[config.mk]
export PLATFORM = sky130hd
export DESIGN_NAME = dfa_lexer_token_classifier
export DESIGN_NICKNAME = d
export VERILOG_FILES = /design/src/hw/rtl/dfalex_pkg.sv /design/src/hw/rtl/dfa_lexer_token_classifier.sv
export SDC_FILE = /design/constraint.sdc
export NUM_CORES = 1
export LEC_CHECK = 0
export ABC_AREA = 1
export BUFFER_PORTS_ARGS = -buffer_cell sky130_fd_sc_hd__buf_2
export CAP_MARGIN = 30
export CORE_MARGIN = 3
export CORE_UTILIZATION = 45
export CTS_BUF_LIST = sky130_fd_sc_hd__clkbuf_8
export CTS_CLUSTER_SIZE = 40
export DETAILED_ROUTE_END_ITERATION = 8
export PLACE_DENSITY_LB_ADDON = 0.12
export SYNTH_ARGS = -nofsm -noshare
export SYNTH_HDL_FRONTEND = slang
export SYNTH_SLANG_ARGS = --single-unit
[constraint.sdc]
create_clock -name clk -period 5.8 [get_ports clk]
set_clock_uncertainty 0.2 [all_clocks]
set_input_delay 1.16 -clock clk [delete_from_list [all_inputs] [get_ports clk]]
set_output_delay 1.16 -clock clk [all_outputs]
set_load 0.005 [all_outputs]
[src/hw/rtl/dfalex_pkg.sv]
// Lexer package: token codes, character classes and keyword ROM.
// Used by dfa_lexer_token_classifier; no dependencies.
package dfalex_pkg;

  localparam int MAX_TOKEN_LEN = 1023;
  localparam int KEYWORD_COUNT = 12;
  localparam int KW_ROM_DEPTH  = 12;
  localparam int KW_MAX        = 8;
  localparam int KW_USED       = (KEYWORD_COUNT < KW_ROM_DEPTH) ? KEYWORD_COUNT : KW_ROM_DEPTH;
  localparam int LEN_W         = $clog2(MAX_TOKEN_LEN + 1);
  localparam int KW_IDX_W      = $clog2(KW_MAX);

  localparam logic [5:0] TK_ID       = 6'd0;
  localparam logic [5:0] TK_INT      = 6'd1;
  localparam logic [5:0] TK_FLOAT    = 6'd2;
  localparam logic [5:0] TK_STRING   = 6'd3;
  localparam logic [5:0] TK_KW_BASE  = 6'd4;
  localparam logic [5:0] TK_PLUS     = 6'd16;
  localparam logic [5:0] TK_ASSIGN   = 6'd17;
  localparam logic [5:0] TK_MINUS    = 6'd18;
  localparam logic [5:0] TK_SLASH    = 6'd19;
  localparam logic [5:0] TK_STAR     = 6'd20;
  localparam logic [5:0] TK_EQ       = 6'd21;
  localparam logic [5:0] TK_GE       = 6'd22;
  localparam logic [5:0] TK_GT       = 6'd23;
  localparam logic [5:0] TK_LE       = 6'd24;
  localparam logic [5:0] TK_LT       = 6'd25;
  localparam logic [5:0] TK_NE       = 6'd26;
  localparam logic [5:0] TK_LPAREN   = 6'd27;
  localparam logic [5:0] TK_RPAREN   = 6'd28;
  localparam logic [5:0] TK_LBRACKET = 6'd29;
  localparam logic [5:0] TK_RBRACKET = 6'd30;
  localparam logic [5:0] TK_LBRACE   = 6'd31;
  localparam logic [5:0] TK_RBRACE   = 6'd32;
  localparam logic [5:0] TK_COLON    = 6'd35;
  localparam logic [5:0] TK_SEMI     = 6'd36;
  localparam logic [5:0] TK_COMMA    = 6'd37;
  localparam logic [5:0] TK_NONE     = 6'd0;

  localparam logic [7:0] CH_SPACE  = 8'h20;
  localparam logic [7:0] CH_TAB    = 8'h09;
  localparam logic [7:0] CH_LF     = 8'h0A;
  localparam logic [7:0] CH_CR     = 8'h0D;
  localparam logic [7:0] CH_QUOTE  = 8'h22;
  localparam logic [7:0] CH_EQUALS = 8'h3D;
  localparam logic [7:0] CH_BANG   = 8'h21;
  localparam logic [7:0] CH_GT     = 8'h3E;
  localparam logic [7:0] CH_LT     = 8'h3C;
  localparam logic [7:0] CH_DOT    = 8'h2E;

  typedef logic [7:0] kw_word_t [KW_MAX];

  localparam kw_word_t KW_ROM [KW_ROM_DEPTH] = '{
    '{"i", "n", "t", 8'h0, 8'h0, 8'h0, 8'h0, 8'h0},
    '{"f", "l", "o", "a", "t", 8'h0, 8'h0, 8'h0},
    '{"c", "h", "a", "r", 8'h0, 8'h0, 8'h0, 8'h0},
    '{"i", "f", 8'h0, 8'h0, 8'h0, 8'h0, 8'h0, 8'h0},
    '{"e", "l", "s", "e", 8'h0, 8'h0, 8'h0, 8'h0},
    '{"f", "o", "r", 8'h0, 8'h0, 8'h0, 8'h0, 8'h0},
    '{"w", "h", "i", "l", "e", 8'h0, 8'h0, 8'h0},
    '{"b", "r", "e", "a", "k", 8'h0, 8'h0, 8'h0},
    '{"c", "o", "n", "t", "i", "n", "u", "e"},
    '{"s", "t", "r", "u", "c", "t", 8'h0, 8'h0},
    '{"s", "w", "i", "t", "c", "h", 8'h0, 8'h0},
    '{"c", "a", "s", "e", 8'h0, 8'h0, 8'h0, 8'h0}
  };

  localparam logic [3:0] KW_LEN [KW_ROM_DEPTH] = '{
    4'd3, 4'd5, 4'd4, 4'd2, 4'd4, 4'd3, 4'd5, 4'd5, 4'd8, 4'd6, 4'd6, 4'd4
  };

  function automatic logic is_letter(input logic [7:0] c);
    return ((c >= "a") && (c <= "z")) || ((c >= "A") && (c <= "Z"));
  endfunction

  function automatic logic is_digit(input logic [7:0] c);
    return (c >= "0") && (c <= "9");
  endfunction

  function automatic logic is_blank(input logic [7:0] c);
    return (c == CH_SPACE) || (c == CH_TAB) || (c == CH_LF) || (c == CH_CR);
  endfunction

  // single-character operators and separators; TK_NONE otherwise
  function automatic logic [5:0] single_code(input logic [7:0] c);
    logic [5:0] code;
    unique case (c)
      "+":     code = TK_PLUS;
      "-":     code = TK_MINUS;
      "/":     code = TK_SLASH;
      "*":     code = TK_STAR;
      "(":     code = TK_LPAREN;
      ")":     code = TK_RPAREN;
      "[":     code = TK_LBRACKET;
      "]":     code = TK_RBRACKET;
      "{":     code = TK_LBRACE;
      "}":     code = TK_RBRACE;
      ":":     code = TK_COLON;
      ";":     code = TK_SEMI;
      ",":     code = TK_COMMA;
      default: code = TK_NONE;
    endcase
    return code;
  endfunction

endpackage

[src/hw/rtl/dfa_lexer_token_classifier.sv]
// Streaming lexer top level: character classifier, token state and keyword match.
// Depends on dfalex_pkg.
//
// Usage:
//   Input channel: in_valid / in_stall with in_kind and in_char_in. A word is taken
//   at a rising edge with in_valid high and in_stall low. in_kind 0 carries one
//   source byte; in_kind 1 marks end of input and flushes the pending token.
//   Result channel: out_valid / out_stall with out_token_code, out_token_length
//   and out_token_start. A token is emitted when the word after it arrives.
//   Output: the result is registered in the output register, or in the skid
//   register while a stalled result still holds the output register.
//   Throughput: one word per cycle while in_stall is low; the lexer state, keyword
//   compare and result select all sit between the state and output registers.
//   A two-entry output (output register plus skid register) lets the block keep
//   taking words while one result waits; in_stall rises only while the skid
//   register is full, that is while a stalled result waits with a second behind it.
//   Reset: rst_n low at a rising edge returns the lexer to its start state,
//   clears the stream offset and empties both output entries.
module dfa_lexer_token_classifier
  import dfalex_pkg::*;
(
  input  logic        clk,
  input  logic        rst_n,
  input  logic        in_valid,
  output logic        in_stall,
  input  logic        in_kind,
  input  logic [7:0]  in_char_in,
  output logic        out_valid,
  input  logic        out_stall,
  output logic [5:0]  out_token_code,
  output logic [9:0]  out_token_length,
  output logic [31:0] out_token_start
);

  typedef enum logic [3:0] {
    ST_START, ST_ID, ST_INT, ST_FLOAT, ST_DONE,
    ST_EQ1, ST_BANG, ST_GT1, ST_LT1, ST_STR
  } lex_state_t;

  lex_state_t       state_r, state_nxt;
  logic [LEN_W-1:0] len_r, len_nxt;
  logic [7:0]       first_r, first_nxt;
  logic [31:0]      pos_r, pos_nxt;
  logic [31:0]      start_r, start_nxt;
  logic [7:0]       kwbuf_r [KW_MAX];
  logic [7:0]       kwbuf_nxt [KW_MAX];

  logic             accept;
  logic             emit;
  logic [5:0]       pend_code;
  logic             pend_ok;
  logic [5:0]       kw_code;
  logic             can_extend;
  logic             restart;

  logic             out_valid_r;
  logic [5:0]       out_code_r;
  logic [9:0]       out_len_r;
  logic [31:0]      out_start_r;
  logic             skid_valid_r;
  logic [5:0]       skid_code_r;
  logic [9:0]       skid_len_r;
  logic [31:0]      skid_start_r;
  logic             pop;

  assign in_stall = skid_valid_r;
  assign accept   = in_valid && !in_stall;
  assign pop      = out_valid_r && !out_stall;

  // keyword match, first hit in list order
  always_comb begin
    logic hit;
    logic found;
    kw_code = TK_ID;
    found   = 1'b0;
    for (int i = 0; i < KW_USED; i++) begin
      hit = (len_r == LEN_W'(KW_LEN[i]));
      for (int j = 0; j < KW_MAX; j++) begin
        if ((4'(j) < KW_LEN[i]) && (kwbuf_r[j] != KW_ROM[i][j])) begin
          hit = 1'b0;
        end
      end
      if (hit && !found) begin
        kw_code = TK_KW_BASE + 6'(i);
        found   = 1'b1;
      end
    end
  end

  always_comb begin
    pend_ok   = 1'b1;
    pend_code = TK_NONE;
    unique case (state_r)
      ST_ID:    pend_code = kw_code;
      ST_INT:   pend_code = TK_INT;
      ST_FLOAT: pend_code = TK_FLOAT;
      ST_EQ1:   pend_code = TK_ASSIGN;
      ST_GT1:   pend_code = TK_GT;
      ST_LT1:   pend_code = TK_LT;
      ST_DONE: begin
        priority if (first_r == CH_QUOTE) pend_code = TK_STRING;
        else if (first_r == CH_EQUALS)    pend_code = TK_EQ;
        else if (first_r == CH_BANG)      pend_code = TK_NE;
        else if (first_r == CH_GT)        pend_code = TK_GE;
        else if (first_r == CH_LT)        pend_code = TK_LE;
        else                              pend_code = single_code(first_r);
      end
      default:  pend_ok = 1'b0;
    endcase
  end

  assign can_extend = (len_r < LEN_W'(MAX_TOKEN_LEN));

  always_comb begin
    state_nxt = state_r;
    len_nxt   = len_r;
    first_nxt = first_r;
    pos_nxt   = pos_r;
    start_nxt = start_r;
    for (int j = 0; j < KW_MAX; j++) kwbuf_nxt[j] = kwbuf_r[j];
    emit    = 1'b0;
    restart = 1'b0;

    if (in_kind) begin
      emit      = pend_ok;
      state_nxt = ST_START;
    end else begin
      pos_nxt = pos_r + 32'd1;
      unique case (state_r)
        ST_ID: begin
          if (is_letter(in_char_in) || is_digit(in_char_in)) begin
            restart = !can_extend;
          end else begin
            emit    = 1'b1;
            restart = 1'b1;
          end
        end
        ST_INT: begin
          if (is_digit(in_char_in)) begin
            restart = !can_extend;
          end else if (in_char_in == CH_DOT) begin
            restart = !can_extend;
            if (can_extend) state_nxt = ST_FLOAT;
          end else begin
            emit    = 1'b1;
            restart = 1'b1;
          end
        end
        ST_FLOAT: begin
          if (is_digit(in_char_in)) begin
            restart = !can_extend;
          end else begin
            emit    = 1'b1;
            restart = 1'b1;
          end
        end
        ST_EQ1, ST_GT1, ST_LT1: begin
          if (in_char_in == CH_EQUALS) begin
            restart = !can_extend;
            if (can_extend) state_nxt = ST_DONE;
          end else begin
            emit    = 1'b1;
            restart = 1'b1;
          end
        end
        ST_BANG: begin
          if (in_char_in == CH_EQUALS) begin
            restart = !can_extend;
            if (can_extend) state_nxt = ST_DONE;
          end else begin
            restart = 1'b1;
          end
        end
        ST_STR: begin
          restart = !can_extend;
          if (can_extend && (in_char_in == CH_QUOTE)) state_nxt = ST_DONE;
        end
        ST_DONE: begin
          emit    = 1'b1;
          restart = 1'b1;
        end
        default: restart = 1'b1;
      endcase

      // append to the pending token
      if (!restart) begin
        if ((state_r == ST_ID) && (len_r < LEN_W'(KW_MAX))) begin
          kwbuf_nxt[len_r[KW_IDX_W-1:0]] = in_char_in;
        end
        len_nxt = len_r + LEN_W'(1);
      end

      // start a new token with this byte
      if (restart) begin
        state_nxt = ST_START;
        if (!is_blank(in_char_in)) begin
          priority if (is_letter(in_char_in))         state_nxt = ST_ID;
          else if (is_digit(in_char_in))              state_nxt = ST_INT;
          else if (single_code(in_char_in) != TK_NONE) state_nxt = ST_DONE;
          else if (in_char_in == CH_EQUALS)           state_nxt = ST_EQ1;
          else if (in_char_in == CH_BANG)             state_nxt = ST_BANG;
          else if (in_char_in == CH_GT)               state_nxt = ST_GT1;
          else if (in_char_in == CH_LT)               state_nxt = ST_LT1;
          else if (in_char_in == CH_QUOTE)            state_nxt = ST_STR;
          else                                        state_nxt = ST_START;
        end
        if (state_nxt != ST_START) begin
          len_nxt      = LEN_W'(1);
          first_nxt    = in_char_in;
          start_nxt    = pos_r;
          kwbuf_nxt[0] = in_char_in;
        end
      end
    end
  end

  always_ff @(posedge clk) begin
    if (!rst_n) begin
      state_r <= ST_START;
      len_r   <= '0;
      first_r <= '0;
      pos_r   <= '0;
      start_r <= '0;
    end else if (accept) begin
      state_r <= state_nxt;
      len_r   <= len_nxt;
      first_r <= first_nxt;
      pos_r   <= pos_nxt;
      start_r <= start_nxt;
    end
  end

  always_ff @(posedge clk) begin
    if (accept) begin
      for (int j = 0; j < KW_MAX; j++) kwbuf_r[j] <= kwbuf_nxt[j];
    end
  end

  always_ff @(posedge clk) begin
    if (!rst_n) begin
      out_valid_r  <= 1'b0;
      skid_valid_r <= 1'b0;
    end else if (skid_valid_r) begin
      if (pop) begin
        out_valid_r  <= 1'b1;
        skid_valid_r <= 1'b0;
      end
    end else if (accept && emit) begin
      if (!out_valid_r || pop) begin
        out_valid_r <= 1'b1;
      end else begin
        skid_valid_r <= 1'b1;
      end
    end else if (pop) begin
      out_valid_r <= 1'b0;
    end
  end

  always_ff @(posedge clk) begin
    if (skid_valid_r) begin
      if (pop) begin
        out_code_r  <= skid_code_r;
        out_len_r   <= skid_len_r;
        out_start_r <= skid_start_r;
      end
    end else if (accept && emit) begin
      if (!out_valid_r || pop) begin
        out_code_r  <= pend_code;
        out_len_r   <= 10'(len_r);
        out_start_r <= start_r;
      end else begin
        skid_code_r  <= pend_code;
        skid_len_r   <= 10'(len_r);
        skid_start_r <= start_r;
      end
    end
  end

  assign out_valid        = out_valid_r;
  assign out_token_code   = out_code_r;
  assign out_token_length = out_len_r;
  assign out_token_start  = out_start_r;

  a_skid_behind_out: assert property (@(posedge clk) disable iff (!rst_n)
    skid_valid_r |-> out_valid_r)
    else $error("skid entry held without output entry");

  a_eoi_to_start: assert property (@(posedge clk) disable iff (!rst_n)
    (accept && in_kind) |=> (state_r == ST_START))
    else $error("end of input left lexer outside start state");

  a_len_bound: assert property (@(posedge clk) disable iff (!rst_n)
    len_r <= LEN_W'(MAX_TOKEN_LEN))
    else $error("token length above limit");

  a_result_held: assert property (@(posedge clk) disable iff (!rst_n)
    (out_valid_r && out_stall) |=> (out_valid_r && $stable(out_code_r)))
    else $error("stalled result lost");

endmodule
# Word level (Yosys, flattened, before mapping)
# Memory sizes are Yosys's and may differ from the RTL's.
# Index checks and enable logic that the tools add are counted.
op_classes:
  n_lt_le_gt_ge: 10
  add_sub_neg: 2
  mul: 0
  shifts: 0
  n_eq_ne: 104
  bitwise_logic: 4
  muxes: 158
  div_mod_pow: 0
  n_reduce_logical: 56
ops:
  columns: ["operator", "n"]
  rows:
  - ["inequality test 8 x 7 -> 1 bit (second input constant)", 40]
  - ["equality test 8 x 6 -> 1 bit (second input constant)", 30]
  - ["2-to-1 mux 64 bit", 3]
  - ["case mux 6 bit (13 select lines)", 2]
  - ["2-to-1 mux 32 bit", 4]
  - ["2-to-1 mux 4 bit", 25]
  - ["2-to-1 mux 6 bit", 16]
  - ["2-to-1 mux 1 bit", 88]
  - ["2-to-1 mux 10 bit", 7]
  - ["bitwise mux 64 bit", 1]
  - ["equality test 8 x 7 -> 1 bit (second input constant)", 8]
  - ["case mux 6 bit (7 select lines)", 1]
  - ["adder 32 x 1 -> 32 bit (second input constant)", 1]
  - ["equality test 10 x 3 -> 1 bit (second input constant)", 3]
  - ["demux 8 bit (select 3 bit)", 1]
  - ["equality test 8 x 4 -> 1 bit (second input constant)", 3]
  - ["2-to-1 mux 8 bit", 3]
  - ["equality test 10 x 2 -> 1 bit (second input constant)", 2]
  - ["logical AND 1 bit", 20]
  - ["equality test 4 x 3 -> 1 bit (second input constant)", 4]
  - ["greater-or-equal comparator 8 x 7 -> 1 bit (second input constant)", 2]
  - ["less-or-equal comparator 8 x 7 -> 1 bit (second input constant)", 2]
  - ["inequality test 4 bit (second input constant)", 4]
  - ["logical NOT 1 bit", 15]
  - ["other kinds (31)", 49]
totals:
  mem_count: 1
  latchBits: 0
  rom_bits: 0
  word_cells: 348
  output_inout_bits: 50
  input_bits: 13
  mem_bits_rw: 64
  register_bits: 184
mem_list:
  columns: ["memory", "depth", "width", "rd", "rd_clocked_by_memory_dff", "wr", "line", "text"]
  rows:
  - ["kwbuf_r", 8, 8, 8, 0, 8, "dfa_lexer_token_classifier.sv:45", "logic [7:0] kwbuf_r [KW_MAX];"]

# Longest topological paths before layout
# An unclocked memory read counts as a cell.
logic_depth:
  depth_word: 43
  depth_mapped: 16

# Worst setup path before layout
# Ideal clock, no wire load.
synth_timing:
  kind: "in2reg"
  from: "input in_char_in[1]"
  to: "register out_code_r[0], in the netlist out_token_code[0] (enable)"
  path_buffers: 1
  stages: 9
  arrival_time_ns: 4.408
  setup_slack_ns: 0.722
  cell_sequence: "buf_2 nor2_1 nor2_1 nor2_4 nor2_1 nand2_1 nand2_1 o21ai_0 a21oi_1"
synth_via:
  elab_chain_cells: 10
  elab_cells_between_ends: 23
  cone_classes: "6 x order compare; 2 x eq/ne; 7 x mux; 8 x reduce/logical"
synth_rtl:
  columns: ["item", "line", "text"]
  rows:
  - ["start: declaration", "dfa_lexer_token_classifier.sv:27", "input logic [7:0] in_char_in,"]
  - ["greater-or-equal comparator 8 x 7 -> 1 bit / less-or-equal comparator 8 x 7 -> 1 bit (equally long branches)", "dfalex_pkg.sv:73", "return ((c >= \"a\") && (c <= \"z\")) || ((c >= \"A\") && (c <= \"Z\"));"]
  - ["logical AND 1 bit", "dfalex_pkg.sv:73", null]
  - ["logical OR 1 bit", "dfalex_pkg.sv:73", null]
  - ["logical OR 1 bit", "dfa_lexer_token_classifier.sv:131", "if (is_letter(in_char_in) || is_digit(in_char_in)) begin"]
  - ["2-to-1 mux 1 bit", "dfa_lexer_token_classifier.sv:131", null]
  - ["case mux 1 bit (5 select lines) *", "dfa_lexer_token_classifier.sv:129", "unique case (state_r)"]
  - ["2-to-1 mux 1 bit *", "dfa_lexer_token_classifier.sv:124", "if (in_kind) begin"]
  - ["logical AND 1 bit *", "dfa_lexer_token_classifier.sv:266", "end else if (accept && emit) begin"]
  - ["nonzero test 2 bit (no source line) *", null, null]
  - ["AND reduction 3 bit (no source line) *", null, null]
  - ["end signal: assignment", "dfa_lexer_token_classifier.sv:262", "out_code_r <= skid_code_r;"]
  - ["end signal: assignment", "dfa_lexer_token_classifier.sv:268", "out_code_r <= pend_code;"]
  - ["end: declaration", "dfa_lexer_token_classifier.sv:57", "logic [5:0] out_code_r;"]
# Mark *: on every way between the ends. The rest lies on a longest branch, timed or not.
# A chain may end at the register's enable or synchronous reset.

==> results by group <==
CTS
  – Hold buffers post-CTS: 0
  – Later-pin clock latency in the skew report: 550 ps
  – Root Buffer: clkbuf_8
  – Worst-path clk slew: 60 ps
  – Post-CTS resize count: 0
  – Clk buf depth: 3
  – CTS buffer count: 42
  – H-tree depth: 2
  – CTS Sinks: 248
  – Post-CTS Setup Bufs: 0
  – TritonCTS clock tree: yes

Setup path
  – Crit-path max cell delay: 570 ps
  – Worst r2r src: len_r[1]
  – Crit path required time: 5850 ps
  – Setup crit start: in_char_in[6]
  – Worst path slowest cell: nor3_1
  – Worst-path maximum fanout: 15
  – Crit Path Category: in2reg
  – FF-to-FF path depth: 13
  – Most used cell, CP: nand2_1
  – CP Launch Type: input pin
  – Crit. End Element: flip-flop
  – Crit path depth: 13
  – Crit path arrival time: 3630 ps
  – Critical-path cell list: buf_2 -> inv_1 -> nand2_1 -> nor2_1 -> nand2_1 -> nand2_1 -> o21ai_1 -> nand2_1 -> nand3_4 -> nor3_4 -> nand3_2 -> nor3_1 -> clkbuf_2
  – WP buf/inv: 3
  – Delay-heaviest family, CP: simple AND/OR/NAND/NOR gates
  – Reg2Reg Setup Slack: 2370 ps

Synthesis
  – Post-Syn Nets: 1364
  – Synth area leaders: edfxtp_1, dfxtp_1, nand2_1, nor2_1, inv_1
  – Mean Syn Cell Area: 8.57 um2
  – Most common cell in the netlist: nand2_1
  – Primary FF master, synth: edfxtp_1
  – Sequential area share after synthesis: 0.569
  – Share of the synthesized area in the top cell type: 0.416
  – Dominant cell type by area after synthesis: edfxtp_1
  – Post-synthesis cell count: 1346
  – Synthesized area: 0.0115 mm2
  – Top cells by count, synth: nand2_1, nor2_1, inv_1
  – Synth warn: 0
  – Number of unique standard cell types used by synthesis: 47
  – Post-synth EDFFs: 160
  – Ys async rst share: 0
  – Flops & latches, synth: 248

Power and ir drop
  – Switch share: 0.255
  – Comb power frac: 0.096
  – Leakage: 5.03 nW
  – Total power: 3.91 mW
  – Total internal power: 2.92 mW
  – Max VDD drop: 227 uV
  – Flop pwr share: 0.516
  – Clock power frac: 0.388
  – Psw: 0.997 mW
  – Pwr/cell area: 300 mW/mm2

Routing
  – Aggregate routed wire length: 26.9 mm
  – Wirelength per Cell: 15.0 um
  – ANT nets after route: 0
  – DR vias: 9002
  – Detailed-route DRC error count: 0
  – DR iter-0 viols: 599
  – Via density per instance: 5.04
  – Drt pass-1 iters: 5

Timing
  – Worst-Margin Slew: 934 ps
  – Setup Viol. Count Final: 0
  – Final Max Slew Viols: 0
  – RSZ-0062 raised after global routing: no
  – Setup_tns: 0 ps
  – Tcrit/Tclk final: 0.617
  – Max Fclk: 279 MHz
  – Final min period: 3580 ps
  – Slew HR: 0.377
  – Fin worst setup slack: 2220 ps
  – Final number of hold-violating endpoints: 0

Floorplanning
  – Initial Util: 0.466
  – Die area: 0.0276 mm2
  – Die height: 166 um
  – Io pins: 63
  – CORE AREA: 0.0247 mm2
  – Row cnt: 57
  – Chip Width: 166 um

Placement
  – Post-Place Cells: 1704
  – Placer Congestion: 0.897
  – Dpl hpwl: 18.9 mm
  – Post-Place Worst Slack: 1540 ps
  – Port Buffers: 62

Final layout
  – Area growth from synthesis to layout: 13.0%
  – Fraction of layout cells with a size suffix above 1: 0.112
  – Final cell count without fillers: 1787
  – Fillers: 2300
  – N_diodes: 0
  – Fin util: 0.527
  – Nets: 1447

GRT
  – Initial antenna violation count: 0
  – Vias in the first global route: 8534
  – Total gr overflow: 0
  – Tot GR Track Use: 0.195
  – First-pass GRT wire length: 44.5 mm
  – Largest net degree at the start of global routing: 90

Run status
  – Status: finished clean

Flow run
  – Total of max-cap violations: 0

Worst hold path
  – Hold WC Path Type: reg2reg
==> layout make-up <==
cell class                 instances  area, um2  share of cell area
clock inverter                    36        249              0.0191
sequential                       248       6570               0.504
multi-input combinational        885       4150               0.319
timing repair buffer              74        413              0.0317
clock buffer                      42        578              0.0443
tap                              324        405              0.0311
inverter                         178        669              0.0514
==> metrics by stage <==
step	instance area, um2	hold WS, ps
after floorplan	11500	203
after global placement	12200	208
after detailed placement	12200	213
after CTS	13000	225
after global routing	13000	238
final	13000	226
==> cells in the final DEF, fill, tap and decap left out, types with 5 or more instances in the layout <==
cell type	Yosys	layout
a21oi_1	75	74
buf_2	7	62
buf_4	1	6
clkbuf_8	0	42
clkinv_1	1	8
clkinv_2	1	7
dfxtp_1	88	87
edfxtp_1	160	160
ha_1	5	5
inv_1	172	188
nand2_1	300	300
nand2_2	8	8
nand3_1	68	68
nand3b_1	5	5
nand4_1	17	17
nor2_1	187	186
nor3_1	49	49
nor4_1	8	8
o21ai_0	101	101
o21ai_1	8	8
xor2_1	17	17
==> metal layers <==
metal / part of all wire / global-route usage
met5: 0 / 0
met4: 0.025 / 0.0680
met3: 0.054 / 0.0314
met2: 0.41 / 0.281
met1: 0.51 / 0.300
==> how the worst min path moves through the flow <==
stage / slack (ps) / cells after the start / start / endpoint
after global placement: 210 / 0 / start_r[5] / skid_start_r[5]
after detailed placement: 210 / 0 / start_r[5] / skid_start_r[5]
after global routing: 240 / 0 / start_r[8] / skid_start_r[8]
after CTS: 220 / 0 / start_r[12] / skid_start_r[12]
after floorplan: 200 / 0 / len_r[5] / skid_len_r[5]
final: 230 / 0 / start_r[9] / skid_start_r[9]
==> worst register-to-register path, cell delays in order (launching register included) <==
cell	delay (ps)
dfxtp_1	440
ha_1	340
nand2_1	140
nor2_1	50
nand2_1	100
nor2_1	60
nand2_1	100
nand2_1	60
nor2_1	160
nand3_4	220
nor3_4	260
nand3_2	140
nor3_1	570
clkbuf_2	290
==> power by group through the flow <==
| stage | clock network [mW] | logic, mW | registers (mW) |
|---|---|---|---|
| global placement | 0 | 0.374 | 2.05 |
| detailed placement | 0 | 0.376 | 2.05 |
| CTS | 1.56 | 0.379 | 2.02 |
| global route | 1.65 | 0.424 | 2.03 |
| finish | 1.52 | 0.374 | 2.02 |
| floorplan | 0 | 0.232 | 2.06 |
==> kinds of logic (layout without fill, tap and decap cells) <==
| family | after synthesis | after routing | synth area share |
|---|---|---|---|
| AND/OR/NAND/NOR | 666 | 666 | 0.250 |
| flip-flops | 248 | 248 | 0.569 |
| buffers and inverters | 213 | 330 | 0.0727 |
| XOR/XNOR | 20 | 20 | 0.0152 |
| adder cells (fa/ha/maj) | 5 | 5 | 0.00542 |
| AO/OA/AOI/OAI | 194 | 194 | 0.0873 |
Note: power is estimated with default switching activity, not from simulation.
